File: src/hdl/derb_pkg.sv
package derb_pkg;

  // Field and register widths.
  localparam int LANES       = 2;
  localparam int TICK_W      = 16;
  localparam int SCALE_W     = 16;
  localparam int PERIOD_W    = 16;
  localparam int RANGE_W     = 15;
  localparam int CFG_INDEX_W = 3;
  localparam int CFG_DATA_W  = 16;
  localparam int PROD_W      = TICK_W + SCALE_W;

  // Lane numbering inside the two-sensor arrays.
  localparam int LANE_LEFT  = 0;
  localparam int LANE_RIGHT = 1;

  typedef logic [TICK_W-1:0]   tick_t;
  typedef logic [SCALE_W-1:0]  scale_t;
  typedef logic [PERIOD_W-1:0] period_t;
  typedef logic [RANGE_W-1:0]  range_t;
  typedef logic [PROD_W-1:0]   prod_t;

  // Configuration register map.
  typedef enum logic [CFG_INDEX_W-1:0] {
    REG_DISTANCE_SCALE = 3'd0,
    REG_FAR_PERIOD     = 3'd1,
    REG_MID_PERIOD     = 3'd2,
    REG_NEAR_PERIOD    = 3'd3,
    REG_CONTACT_PERIOD = 3'd4
  } cfg_reg_t;

  // Reset values of the configuration registers.
  localparam scale_t  SCALE_RESET          = 16'd17505;
  localparam period_t FAR_PERIOD_RESET     = 16'd188;
  localparam period_t MID_PERIOD_RESET     = 16'd38;
  localparam period_t NEAR_PERIOD_RESET    = 16'd8;
  localparam period_t CONTACT_PERIOD_RESET = 16'd5;

  // Upper edges of the beeper distance bands, in centimetres.
  localparam range_t FAR_LIMIT     = 15'd100;
  localparam range_t MID_LIMIT     = 15'd50;
  localparam range_t NEAR_LIMIT    = 15'd10;
  localparam range_t CONTACT_LIMIT = 15'd2;

  // Largest distance that fits the range field.
  localparam range_t RANGE_MAX = '1;

  // Sensor cycle phases.
  typedef enum logic [2:0] {
    PH_IDLE = 3'b001,
    PH_WAIT = 3'b010,
    PH_MEAS = 3'b100
  } phase_t;

endpackage

File: src/hdl/derb_if.sv
// Sample channel: the two sampled echo levels of one tick.
interface derb_sample_if import derb_pkg::*; ();
  logic valid;
  logic ready;
  logic echo_left;
  logic echo_right;

  modport source (output valid, output echo_left, output echo_right, input ready);
  modport sink   (input valid, input echo_left, input echo_right, output ready);
endinterface

// Result channel: one word per tick.
interface derb_result_if import derb_pkg::*; ();
  logic   valid;
  logic   ready;
  logic   trig_left;
  logic   trig_right;
  logic   beep;
  range_t range_left;
  range_t range_right;
  logic   fresh_left;
  logic   fresh_right;

  modport source (
    output valid, output trig_left, output trig_right, output beep,
    output range_left, output range_right, output fresh_left, output fresh_right,
    input ready
  );
  modport sink (
    input valid, input trig_left, input trig_right, input beep,
    input range_left, input range_right, input fresh_left, input fresh_right,
    output ready
  );
endinterface

// Configuration write channel.
interface derb_cfg_if import derb_pkg::*; ();
  logic                   valid;
  logic                   ready;
  logic [CFG_INDEX_W-1:0] index;
  logic [CFG_DATA_W-1:0]  data;

  modport source (output valid, output index, output data, input ready);
  modport sink   (input valid, input index, input data, output ready);
endinterface

File: src/hdl/dual_echo_ranger_with_beeper_top.sv
// Two-sensor ultrasonic ranger with a proximity beeper. Each word on the sample
// channel is one time tick carrying both echo levels; each tick gives exactly one
// result word with the trigger pulses, the beep pulse, both latest distances and
// their update flags. The block takes one tick per clock cycle while the result
// channel does not stall: the tick is held in an input register, and the sensor
// phases, the ticks-to-centimetres multiply, the nearest-distance band selection
// and the beep counter are all worked out from the held tick into the result
// register. Both registers sit in one ready chain, so while a result waits one
// more tick can still be taken into the input register; the sample channel
// stalls only once both registers are full. Configuration writes are accepted
// at any time and must only be made while no tick is in flight; an unknown
// register index is ignored.
module dual_echo_ranger_with_beeper_top import derb_pkg::*; (
  input logic           clk,
  input logic           rst,
  derb_sample_if.sink   samples,
  derb_result_if.source results,
  derb_cfg_if.sink      cfg
);

  // Configuration registers.
  scale_t  distance_scale;
  period_t far_period;
  period_t mid_period;
  period_t near_period;
  period_t contact_period;

  // Input register.
  logic             stg_valid;
  logic [LANES-1:0] stg_echo;

  // Sensor and beeper state.
  phase_t  phase [LANES];
  tick_t   ticks [LANES];
  range_t  distance [LANES];
  tick_t   beep_ticks;

  // Result register.
  logic             out_valid;
  logic [LANES-1:0] out_trigger;
  logic [LANES-1:0] out_fresh;
  logic             out_beep;
  range_t           out_range [LANES];

  // Next-state values.
  phase_t           phase_next [LANES];
  tick_t            ticks_next [LANES];
  range_t           distance_next [LANES];
  prod_t            product [LANES];
  logic [LANES-1:0] trigger_next;
  logic [LANES-1:0] fresh_next;
  tick_t            beep_ticks_next;
  logic             beep_next;
  tick_t            beep_inc;
  range_t           nearest;
  period_t          period;
  logic             banded;
  logic             advance;

  // The held tick moves on when the result register is free or being emptied.
  assign advance       = stg_valid && (!out_valid || results.ready);
  assign samples.ready = !stg_valid || advance;
  assign cfg.ready     = 1'b1;

  // Configuration writes.
  always_ff @(posedge clk) begin
    if (rst) begin
      distance_scale <= SCALE_RESET;
      far_period     <= FAR_PERIOD_RESET;
      mid_period     <= MID_PERIOD_RESET;
      near_period    <= NEAR_PERIOD_RESET;
      contact_period <= CONTACT_PERIOD_RESET;
    end else if (cfg.valid && cfg.ready) begin
      case (cfg_reg_t'(cfg.index))
        REG_DISTANCE_SCALE: distance_scale <= cfg.data;
        REG_FAR_PERIOD:     far_period     <= cfg.data;
        REG_MID_PERIOD:     mid_period     <= cfg.data;
        REG_NEAR_PERIOD:    near_period    <= cfg.data;
        REG_CONTACT_PERIOD: contact_period <= cfg.data;
        default: ;
      endcase
    end
  end

  // Input register.
  always_ff @(posedge clk) begin
    if (rst) begin
      stg_valid <= 1'b0;
    end else if (samples.ready) begin
      stg_valid <= samples.valid;
    end
  end

  always_ff @(posedge clk) begin
    if (samples.valid && samples.ready) begin
      stg_echo[LANE_LEFT]  <= samples.echo_left;
      stg_echo[LANE_RIGHT] <= samples.echo_right;
    end
  end

  // Per-sensor cycle: trigger in idle, restart the count at one on the echo rising edge,
  // and convert the count to centimetres on the falling edge.
  always_comb begin
    for (int i = 0; i < LANES; i++) begin
      phase_next[i]    = phase[i];
      ticks_next[i]    = ticks[i] + TICK_W'(1);
      distance_next[i] = distance[i];
      trigger_next[i]  = 1'b0;
      fresh_next[i]    = 1'b0;
      product[i]       = PROD_W'(ticks[i]) * PROD_W'(distance_scale);
      case (phase[i])
        PH_WAIT: begin
          if (stg_echo[i]) begin
            ticks_next[i] = TICK_W'(1);
            phase_next[i] = PH_MEAS;
          end
        end
        PH_MEAS: begin
          if (!stg_echo[i]) begin
            if (|product[i][PROD_W-1:TICK_W+RANGE_W]) begin
              distance_next[i] = RANGE_MAX;
            end else begin
              distance_next[i] = product[i][TICK_W+RANGE_W-1:TICK_W];
            end
            fresh_next[i] = 1'b1;
            phase_next[i] = PH_IDLE;
          end
        end
        default: begin
          trigger_next[i] = 1'b1;
          phase_next[i]   = PH_WAIT;
        end
      endcase
    end
  end

  // Beeper: pick the period from the band of the nearer updated distance.
  always_comb begin
    beep_inc = beep_ticks + TICK_W'(1);
    if (distance_next[LANE_LEFT] < distance_next[LANE_RIGHT]) begin
      nearest = distance_next[LANE_LEFT];
    end else begin
      nearest = distance_next[LANE_RIGHT];
    end
    banded = 1'b1;
    period = '0;
    if (nearest > FAR_LIMIT) begin
      banded = 1'b0;
    end else if (nearest > MID_LIMIT) begin
      period = far_period;
    end else if (nearest > NEAR_LIMIT) begin
      period = mid_period;
    end else if (nearest > CONTACT_LIMIT) begin
      period = near_period;
    end else begin
      period = contact_period;
    end
    if (banded && beep_inc == period) begin
      beep_ticks_next = '0;
      beep_next       = 1'b1;
    end else begin
      beep_ticks_next = beep_inc;
      beep_next       = 1'b0;
    end
  end

  // State update, once per tick.
  always_ff @(posedge clk) begin
    if (rst) begin
      for (int i = 0; i < LANES; i++) begin
        phase[i]    <= PH_IDLE;
        ticks[i]    <= '0;
        distance[i] <= '0;
      end
      beep_ticks <= '0;
    end else if (advance) begin
      for (int i = 0; i < LANES; i++) begin
        phase[i]    <= phase_next[i];
        ticks[i]    <= ticks_next[i];
        distance[i] <= distance_next[i];
      end
      beep_ticks <= beep_ticks_next;
    end
  end

  // Result register.
  always_ff @(posedge clk) begin
    if (rst) begin
      out_valid <= 1'b0;
    end else if (advance) begin
      out_valid <= 1'b1;
    end else if (results.ready) begin
      out_valid <= 1'b0;
    end
  end

  always_ff @(posedge clk) begin
    if (advance) begin
      out_trigger <= trigger_next;
      out_fresh   <= fresh_next;
      out_beep    <= beep_next;
      for (int i = 0; i < LANES; i++) begin
        out_range[i] <= distance_next[i];
      end
    end
  end

  assign results.valid       = out_valid;
  assign results.trig_left   = out_trigger[LANE_LEFT];
  assign results.trig_right  = out_trigger[LANE_RIGHT];
  assign results.beep        = out_beep;
  assign results.range_left  = out_range[LANE_LEFT];
  assign results.range_right = out_range[LANE_RIGHT];
  assign results.fresh_left  = out_fresh[LANE_LEFT];
  assign results.fresh_right = out_fresh[LANE_RIGHT];

  // A sensor never triggers and completes a measurement in the same tick.
  a_trigger_fresh_exclusive: assert property (@(posedge clk) disable iff (rst)
    out_valid |-> !(out_trigger[LANE_LEFT] && out_fresh[LANE_LEFT]) &&
                  !(out_trigger[LANE_RIGHT] && out_fresh[LANE_RIGHT]))
    else $error("trigger and fresh flag set together");

  // A beep restarts the beep counter.
  a_beep_clears_counter: assert property (@(posedge clk) disable iff (rst)
    (advance && beep_next) |=> (beep_ticks == '0))
    else $error("beep counter not cleared after a beep");

  // State only moves when a tick is processed.
  a_state_holds: assert property (@(posedge clk) disable iff (rst)
    !advance |=> $stable(beep_ticks) && $stable(distance[LANE_LEFT]) &&
                 $stable(distance[LANE_RIGHT]))
    else $error("state changed without a tick");

  // A held tick is not dropped while the result side is stalled.
  a_tick_kept: assert property (@(posedge clk) disable iff (rst)
    (stg_valid && !advance) |=> stg_valid)
    else $error("held tick lost");

endmodule
File: src/flat_wrapper.sv
// flat-port wrapper written by rule: the top's interface ports become plain ports
module dual_echo_ranger_with_beeper_top_flat import derb_pkg::*;
  (clk, rst, samples_valid, samples_echo_left, samples_echo_right, samples_ready, results_valid, results_trig_left, results_trig_right, results_beep, results_range_left, results_range_right, results_fresh_left, results_fresh_right, results_ready, cfg_valid, cfg_index, cfg_data, cfg_ready);
  derb_sample_if samples_i ();
  derb_result_if results_i ();
  derb_cfg_if cfg_i ();
  input logic clk;
  input logic rst;
  input wire logic [$bits(samples_i.valid)-1:0] samples_valid;
  input wire logic [$bits(samples_i.echo_left)-1:0] samples_echo_left;
  input wire logic [$bits(samples_i.echo_right)-1:0] samples_echo_right;
  output wire logic [$bits(samples_i.ready)-1:0] samples_ready;
  output wire logic [$bits(results_i.valid)-1:0] results_valid;
  output wire logic [$bits(results_i.trig_left)-1:0] results_trig_left;
  output wire logic [$bits(results_i.trig_right)-1:0] results_trig_right;
  output wire logic [$bits(results_i.beep)-1:0] results_beep;
  output wire logic [$bits(results_i.range_left)-1:0] results_range_left;
  output wire logic [$bits(results_i.range_right)-1:0] results_range_right;
  output wire logic [$bits(results_i.fresh_left)-1:0] results_fresh_left;
  output wire logic [$bits(results_i.fresh_right)-1:0] results_fresh_right;
  input wire logic [$bits(results_i.ready)-1:0] results_ready;
  input wire logic [$bits(cfg_i.valid)-1:0] cfg_valid;
  input wire logic [$bits(cfg_i.index)-1:0] cfg_index;
  input wire logic [$bits(cfg_i.data)-1:0] cfg_data;
  output wire logic [$bits(cfg_i.ready)-1:0] cfg_ready;
  assign samples_i.valid = samples_valid;
  assign samples_i.echo_left = samples_echo_left;
  assign samples_i.echo_right = samples_echo_right;
  assign samples_ready = samples_i.ready;
  assign results_valid = results_i.valid;
  assign results_trig_left = results_i.trig_left;
  assign results_trig_right = results_i.trig_right;
  assign results_beep = results_i.beep;
  assign results_range_left = results_i.range_left;
  assign results_range_right = results_i.range_right;
  assign results_fresh_left = results_i.fresh_left;
  assign results_fresh_right = results_i.fresh_right;
  assign results_i.ready = results_ready;
  assign cfg_i.valid = cfg_valid;
  assign cfg_i.index = cfg_index;
  assign cfg_i.data = cfg_data;
  assign cfg_ready = cfg_i.ready;
  dual_echo_ranger_with_beeper_top u_core (.clk(clk), .rst(rst), .samples(samples_i), .results(results_i), .cfg(cfg_i));
endmodule
File: config.mk
export PLATFORM = sky130hd
export DESIGN_NAME = dual_echo_ranger_with_beeper_top_flat
export DESIGN_NICKNAME = d
export VERILOG_FILES = /design/src/hdl/derb_pkg.sv /design/src/hdl/derb_if.sv /design/src/hdl/dual_echo_ranger_with_beeper_top.sv /design/src/flat_wrapper.sv
export SDC_FILE = /design/constraint.sdc
export NUM_CORES = 2
export LEC_CHECK = 0
export BUFFER_PORTS_ARGS = -buffer_cell sky130_fd_sc_hd__clkbuf_2
export CORE_UTILIZATION = 45
export CTS_CLUSTER_DIAMETER = 200
export DETAILED_ROUTE_END_ITERATION = 8
export HOLD_SLACK_MARGIN = 0.05
export PLACE_DENSITY = 0.59
export RECOVER_POWER = 25
export SYNTH_ARGS = -nofsm -noshare
export SYNTH_HDL_FRONTEND = slang
export SYNTH_SLANG_ARGS = --single-unit
export TNS_END_PERCENT = 1
File: constraint.sdc
create_clock -name clk -period 10.4 [get_ports clk]
set_input_delay 2.6 -clock clk [delete_from_list [all_inputs] [get_ports clk]]
set_output_delay 2.6 -clock clk [all_outputs]
set_load 0.01 [all_outputs]
# Word level (Yosys, flattened, before mapping)
# Memory sizes are Yosys's and may differ from the RTL's.
# Index checks and enable logic that the tools add are counted.
op_classes:
  addsub: 3
  n_mul: 2
  order_cmp: 5
  n_eq_ne: 9
  mux: 42
  bitwise_logic: 6
  reduce_logical: 16
ops:
  columns: ["operator", "count"]
  rows:
  - ["16-bit 2-to-1 mux", 11]
  - ["15-bit 2-to-1 mux", 9]
  - ["16-bit by 16-bit multiplier with 32-bit output", 2]
  - ["16-bit by 1-bit adder with 16-bit output (second input constant)", 3]
  - ["3-bit 2-to-1 mux", 6]
  - ["16-bit equality test", 1]
  - ["15-bit by 2-bit > comparator with 1-bit output (second input constant)", 1]
  - ["15-bit by 4-bit > comparator with 1-bit output (second input constant)", 1]
  - ["15-bit by 6-bit > comparator with 1-bit output (second input constant)", 1]
  - ["15-bit by 7-bit > comparator with 1-bit output (second input constant)", 1]
  - ["15-bit less-than comparator", 1]
  - ["1-bit 2-to-1 mux", 14]
  - ["3-bit by 2-bit equality test with 1-bit output (second input constant)", 4]
  - ["3-bit case mux with 2 select lines", 2]
  - ["2-bit AND reduction", 5]
  - ["3-bit equality test (second input constant)", 3]
  - ["1-bit OR", 6]
  - ["2-bit OR reduction", 2]
  - ["3-bit by 1-bit equality test with 1-bit output (second input constant)", 1]
  - ["1-bit logical AND", 3]
  - ["3-bit zero test", 1]
  - ["1-bit zero test", 2]
  - ["1-bit logical OR", 2]
  - ["2-bit nonzero test", 1]
totals:
  ff_bits: 105
  ram_bits: 98
  input_bits: 26
  output_inout_bits: 38
  elab_cells: 100
  n_memories: 4
memory_table:
  columns: ["memory", "depth", "width", "rd", "rd_clocked_by_memory_dff", "write_ports", "line_no", "source"]
  rows:
  - ["u_core.ticks", 2, 16, 2, 0, 2, "dual_echo_ranger_with_beeper_top.sv:34", "tick_t ticks [LANES];"]
  - ["u_core.distance", 2, 15, 2, 0, 2, "dual_echo_ranger_with_beeper_top.sv:35", "range_t distance [LANES];"]
  - ["u_core.out_range", 2, 15, 2, 0, 2, "dual_echo_ranger_with_beeper_top.sv:43", "range_t out_range [LANES];"]
  - ["u_core.phase", 2, 3, 2, 0, 2, "dual_echo_ranger_with_beeper_top.sv:33", "phase_t phase [LANES];"]

# Logic depth before layout (Yosys ltp)
# An unclocked memory read counts as a cell.
depth:
  word_depth: 15
  ltp_mapped: 45
  depth_no_buf: 40

# Worst setup path after synthesis
# Ideal clock, no wire load.
synth_timing:
  path_type: "register to register"
  from: "memory u_core.ticks[0][23] in the netlist's numbering"
  to: "register u_core.beep_ticks[0]"
  setup_ns: 0.121
  t_arrival_ns: 9.880
  required_ns: 10.279
  slack_ns: 0.400
  path_stages_with_launch: 43
  path_buffers: 5
  period_less_slack_ns: 10.000
  path_cell_list: "edfxtp_1 -> clkbuf_1 -> clkbuf_1 -> nand2_1 -> fa_1 -> inv_1 -> fa_1 -> inv_1 -> fa_1 -> inv_1 -> fa_1 -> fa_1 -> inv_1 -> fa_1 -> inv_1 -> ha_1 -> a21oi_1 -> o211ai_1 -> [7 not listed] -> a211oi_1 -> nor2_1 -> o21ai_0 -> a21oi_1 -> or3_1 -> clkbuf_1 -> or2_2 -> a21oi_1 -> a21oi_1 -> o311a_1 -> o21ai_1 -> clkbuf_1 -> nor3_1 -> a211o_1 -> a2111o_1 -> nor4_2 -> a31oi_1 -> mux2_2"
synth_rtl:
  columns: ["element", "line_no", "source"]
  rows:
  - ["from (decl)", "dual_echo_ranger_with_beeper_top.sv:34", null]
  - ["to (signal assigned)", "dual_echo_ranger_with_beeper_top.sv:182", "beep_ticks <= beep_ticks_next;"]
  - ["to (decl)", "dual_echo_ranger_with_beeper_top.sv:36", "tick_t beep_ticks;"]

==> flow_metrics.py <==
metrics = {
    "power_and_ir_drop": {
        "pwr-share-clk_pct": 21.2,
        "ir_worst_vdd_uv": 123,
        "power.density_nw_per_um2": 125,
        "seqPwrFrac_pct": 22.7,
        "combPwrFrac_pct": 56.1,
        "finalPower_mw": 4.02,
        "intPower_mw": 2.26,
        "p_leak_nw": 14.6,
        "p_sw_share_pct": 43.8,
        "p_sw_mw": 1.76,
    },
    "run_status": {
        "violations": "capacitance limit, slew limit",
        "status": "finished, violations left",
    },
    "placed_design": {
        "placed_area_sq_um": 29900,
        "dp.final_hpwl_um": 62800,
        "place_ws_ps": -106,
        "place_congestion": 0.934,
        "portBuffers": 62,
        "placed_cells": 4022,
    },
    "timing": {
        "timing.final.ws_setup_ps": 272,
        "finClkSkew_ps": 17.1,
        "drv_slew": 50,
        "slew_headroom_pct": -17.7,
        "period_needed_ps": 10130,
        "fmax_ghz": 0.0987,
        "finalSetupTns_ps": 0,
        "setup_violations": 0,
        "finalHoldViolCount": 0,
        "worst_pin_slew_ps": 1760,
        "fin_crit_sh_pct": 97.4,
    },
    "min_path": {
        "hp-class": "reg -> reg",
        "hp-start": "u_core.near_period[0]",
        "holdPathStages": 2,
        "holdPathEnd": "u_core.near_period[0]",
    },
    "floorplanning": {
        "io_pins": 64,
        "rows": 90,
        "dieHeight_um": 250,
        "initial_utilization_pct": 45.6,
        "core_area_sq_um": 60500,
        "dieArea_sq_um": 62300,
        "die_width_um": 250,
    },
    "logic_synthesis": {
        "synth_edf_count": 105,
        "syn_area_per_cell_sq_um": 8.80,
        "netlist_area_sq_um": 27600,
        "synth_top_area_cell": "fa_1",
        "synth-seq-area-share_pct": 18.5,
        "async_flop_share_pct": 0,
        "yosys_most_used_dff": "edfxtp_1",
        "syn_nets": 3768,
        "synth_top_area_share_pct": 28.0,
        "synth.top_cells.by_area": "fa_1 (28%), edfxtp_1 (11%), ha_1 (9.9%)",
        "synth.distinct_cells": 108,
        "synth_warnings": 0,
        "ys_ff_latch": 203,
        "synth_cells": 3137,
    },
    "drt": {
        "avgRoutedWirePerCell_um": 19.6,
        "wirelength_um": 80900,
        "drcViolationCount": 0,
        "dr.pass1.iters": 5,
        "ant_nets": 0,
        "routed_via_density": 5.47,
        "drtIter0Drc": 1417,
        "vias": 22600,
    },
    "critical_path": {
        "crit_fanout": 11,
        "r2r-start": "u_core.distance_scale[4]",
        "rr_endpoint": "u_core.beep_ticks[13]",
        "critPathCaptureType": "register",
        "critPathMaxStageDelay_ps": 540,
        "ff2ff_setup_slack_ps": 270,
        "critPathRequiredTime_ps": 10830,
        "crit_path_frequent_cell": "fa_1",
        "start_kind": "register",
        "critPathSlowestCell": "fa_1",
        "worst_ep_arrival_time_ps": 10550,
        "path_class": "reg -> reg",
        "r2r_cells": 41,
    },
    "clock_tree": {
        "cts_root_buffer": "clkbuf_16",
        "numCtsBuffers": 24,
        "cts_tree": "done",
        "cts_sinks": 203,
        "htreeDepth": 1,
        "clk_latency_ps": 550,
        "clockBufferDepth": 3,
        "clk_pin_slew_ps": 70,
    },
    "finish": {
        "finalNonFillerCells": 4127,
        "design_area_sq_um": 32000,
        "regArea_sq_um": 5140,
        "layout_common_cells": "nand2_1 (533), inv_1 (492), fa_1 (379)",
        "fill_cells": 5533,
        "areaGrowthSynthToFinish_pct": 16.0,
        "antenna_cells": 0,
        "final_common_cell": "nand2_1",
        "fin_nets": 3958,
        "multiInputGateArea_sq_um": 20600,
        "drive_gt1_share_pct": 16.2,
    },
    "flow_run": {
        "maxCapViolCount": 1,
    },
    "global_route": {
        "grt_antenna_before_repair": 2,
        "grt_overflow": 0,
        "grt_pass1_vias": 23200,
        "grt_max_degree": 89,
        "grt_pass1_wl_um": 126000,
        "grtUsageTotal_pct": 25.4,
    },
}
[worst max-delay path, delay by kind of cell, from the launching register on]
family	cells	cell delay (ps)
adders and majority gates	8	3540
AOI/OAI and AO/OA	12	2470
xor gates and xnor gates	2	250
buffers and inverters	8	800
and+or+nand+nor	11	2490
DFF	1	390
[power by group through the flow]
stage | clock [mW] | sequential, mW | combinational (mW)
after floorplan | 0 | 0.913 | 1.33
after global placement | 0 | 0.933 | 1.99
after detailed placement | 0 | 0.934 | 2.01
after CTS | 0.862 | 0.915 | 2.04
after global routing | 0.891 | 0.914 | 2.49
final | 0.852 | 0.912 | 2.25
[cell type report]
type                    count  share of cell area (%)
inverters                 499                    5.85
clock inverters            10                   0.215
flip-flops and latches    203                    16.1
well taps                 782                    3.06
multi-input cells        2271                    64.4
repair buffers            328                    8.22
clock buffers              34                    2.22
[metrics by stage]
step	hold slack [ps]	utilization, %
global placement	443	49.5
CTS	456	50.9
detailed placement	447	49.5
global route	484	52.9
floorplan	431	-
finish	458	52.9
[per-layer routing]
layer | part of all wire (%) | track usage (%)
met1 | 41 | 32.7
met2 | 51 | 45.5
met3 | 5.4 | 2.47
met4 | 2.9 | 6.42
met5 | 0 | 0
[how the worst max path moves through the flow]
stage,startpoint,endpoint,slack (ps)
5_1_grt,u_core.ticks[0][12],u_core.beep_ticks[2],-30
2_1_floorplan,u_core.ticks[0][23],u_core.beep_ticks[0],400
6_report,u_core.distance_scale[4],u_core.beep_ticks[13],270
4_1_cts,u_core.distance_scale[7],u_core.beep_ticks[0],7
3_5_place_dp,u_core.ticks[0][24],u_core.beep_ticks[0],-110
3_3_place_gp,u_core.ticks[0][24],u_core.beep_ticks[0],20
[repair_timing]
item	in CTS	in global routing
gates cloned	0	7
pin swaps	2	58
buffers inserted	7	47
setup endpoints to repair	16	17
hold endpoints to repair	0	0
gates resized for setup	6	167
hold buffers	0	0
[sequential cells by signal, indices dropped and copies added, names as in the netlist]
register               cells
u_core.contact_period     16
u_core.near_period        16
u_core.results.valid       1
u_core.phase               6
u_core.beep_ticks         16
u_core.out_fresh           2
u_core.out_trigger         2
u_core.distance_scale     16
u_core.results.beep        1
u_core.distance           30
u_core.out_range          30
u_core.stg_valid           1
u_core.ticks              32
u_core.stg_echo            2
u_core.far_period         16
u_core.mid_period         16
[synth_stat cells (7+ instances only)]
cell,number
edfxtp_1,105
buf_2,13
a21o_1,14
o21ai_1,11
nand3_1,42
o21ai_0,54
fa_1,386
nand2b_1,16
nand2_1,536
or3_1,15
ha_1,219
or2_2,7
nand4_1,25
a21oi_1,149
nor2b_1,8
a211oi_1,14
xor2_1,54
inv_1,498
o211ai_1,11
buf_4,7
nand3b_1,16
and2_1,259
o21a_1,13
a311oi_1,7
mux2i_1,16
dfxtp_1,98
a21oi_2,7
nor2_1,132
o22ai_1,7
xnor2_1,34
nor3_1,27
a211o_1,8
clkbuf_1,138
and4_1,10
a31oi_1,10
and3_1,24
o221ai_1,7
[kinds of logic after synthesis]
kind of cell    synth area share, %
simple gates                   20.3
buf+inv                        9.27
fa+ha+maj                      37.9
compound gates                 10.2
flops                          18.5
xor+xnor                       2.97
mux                           0.784
other cells                  0.0136
No activity file was read; power rests on OpenSTA's default activity.
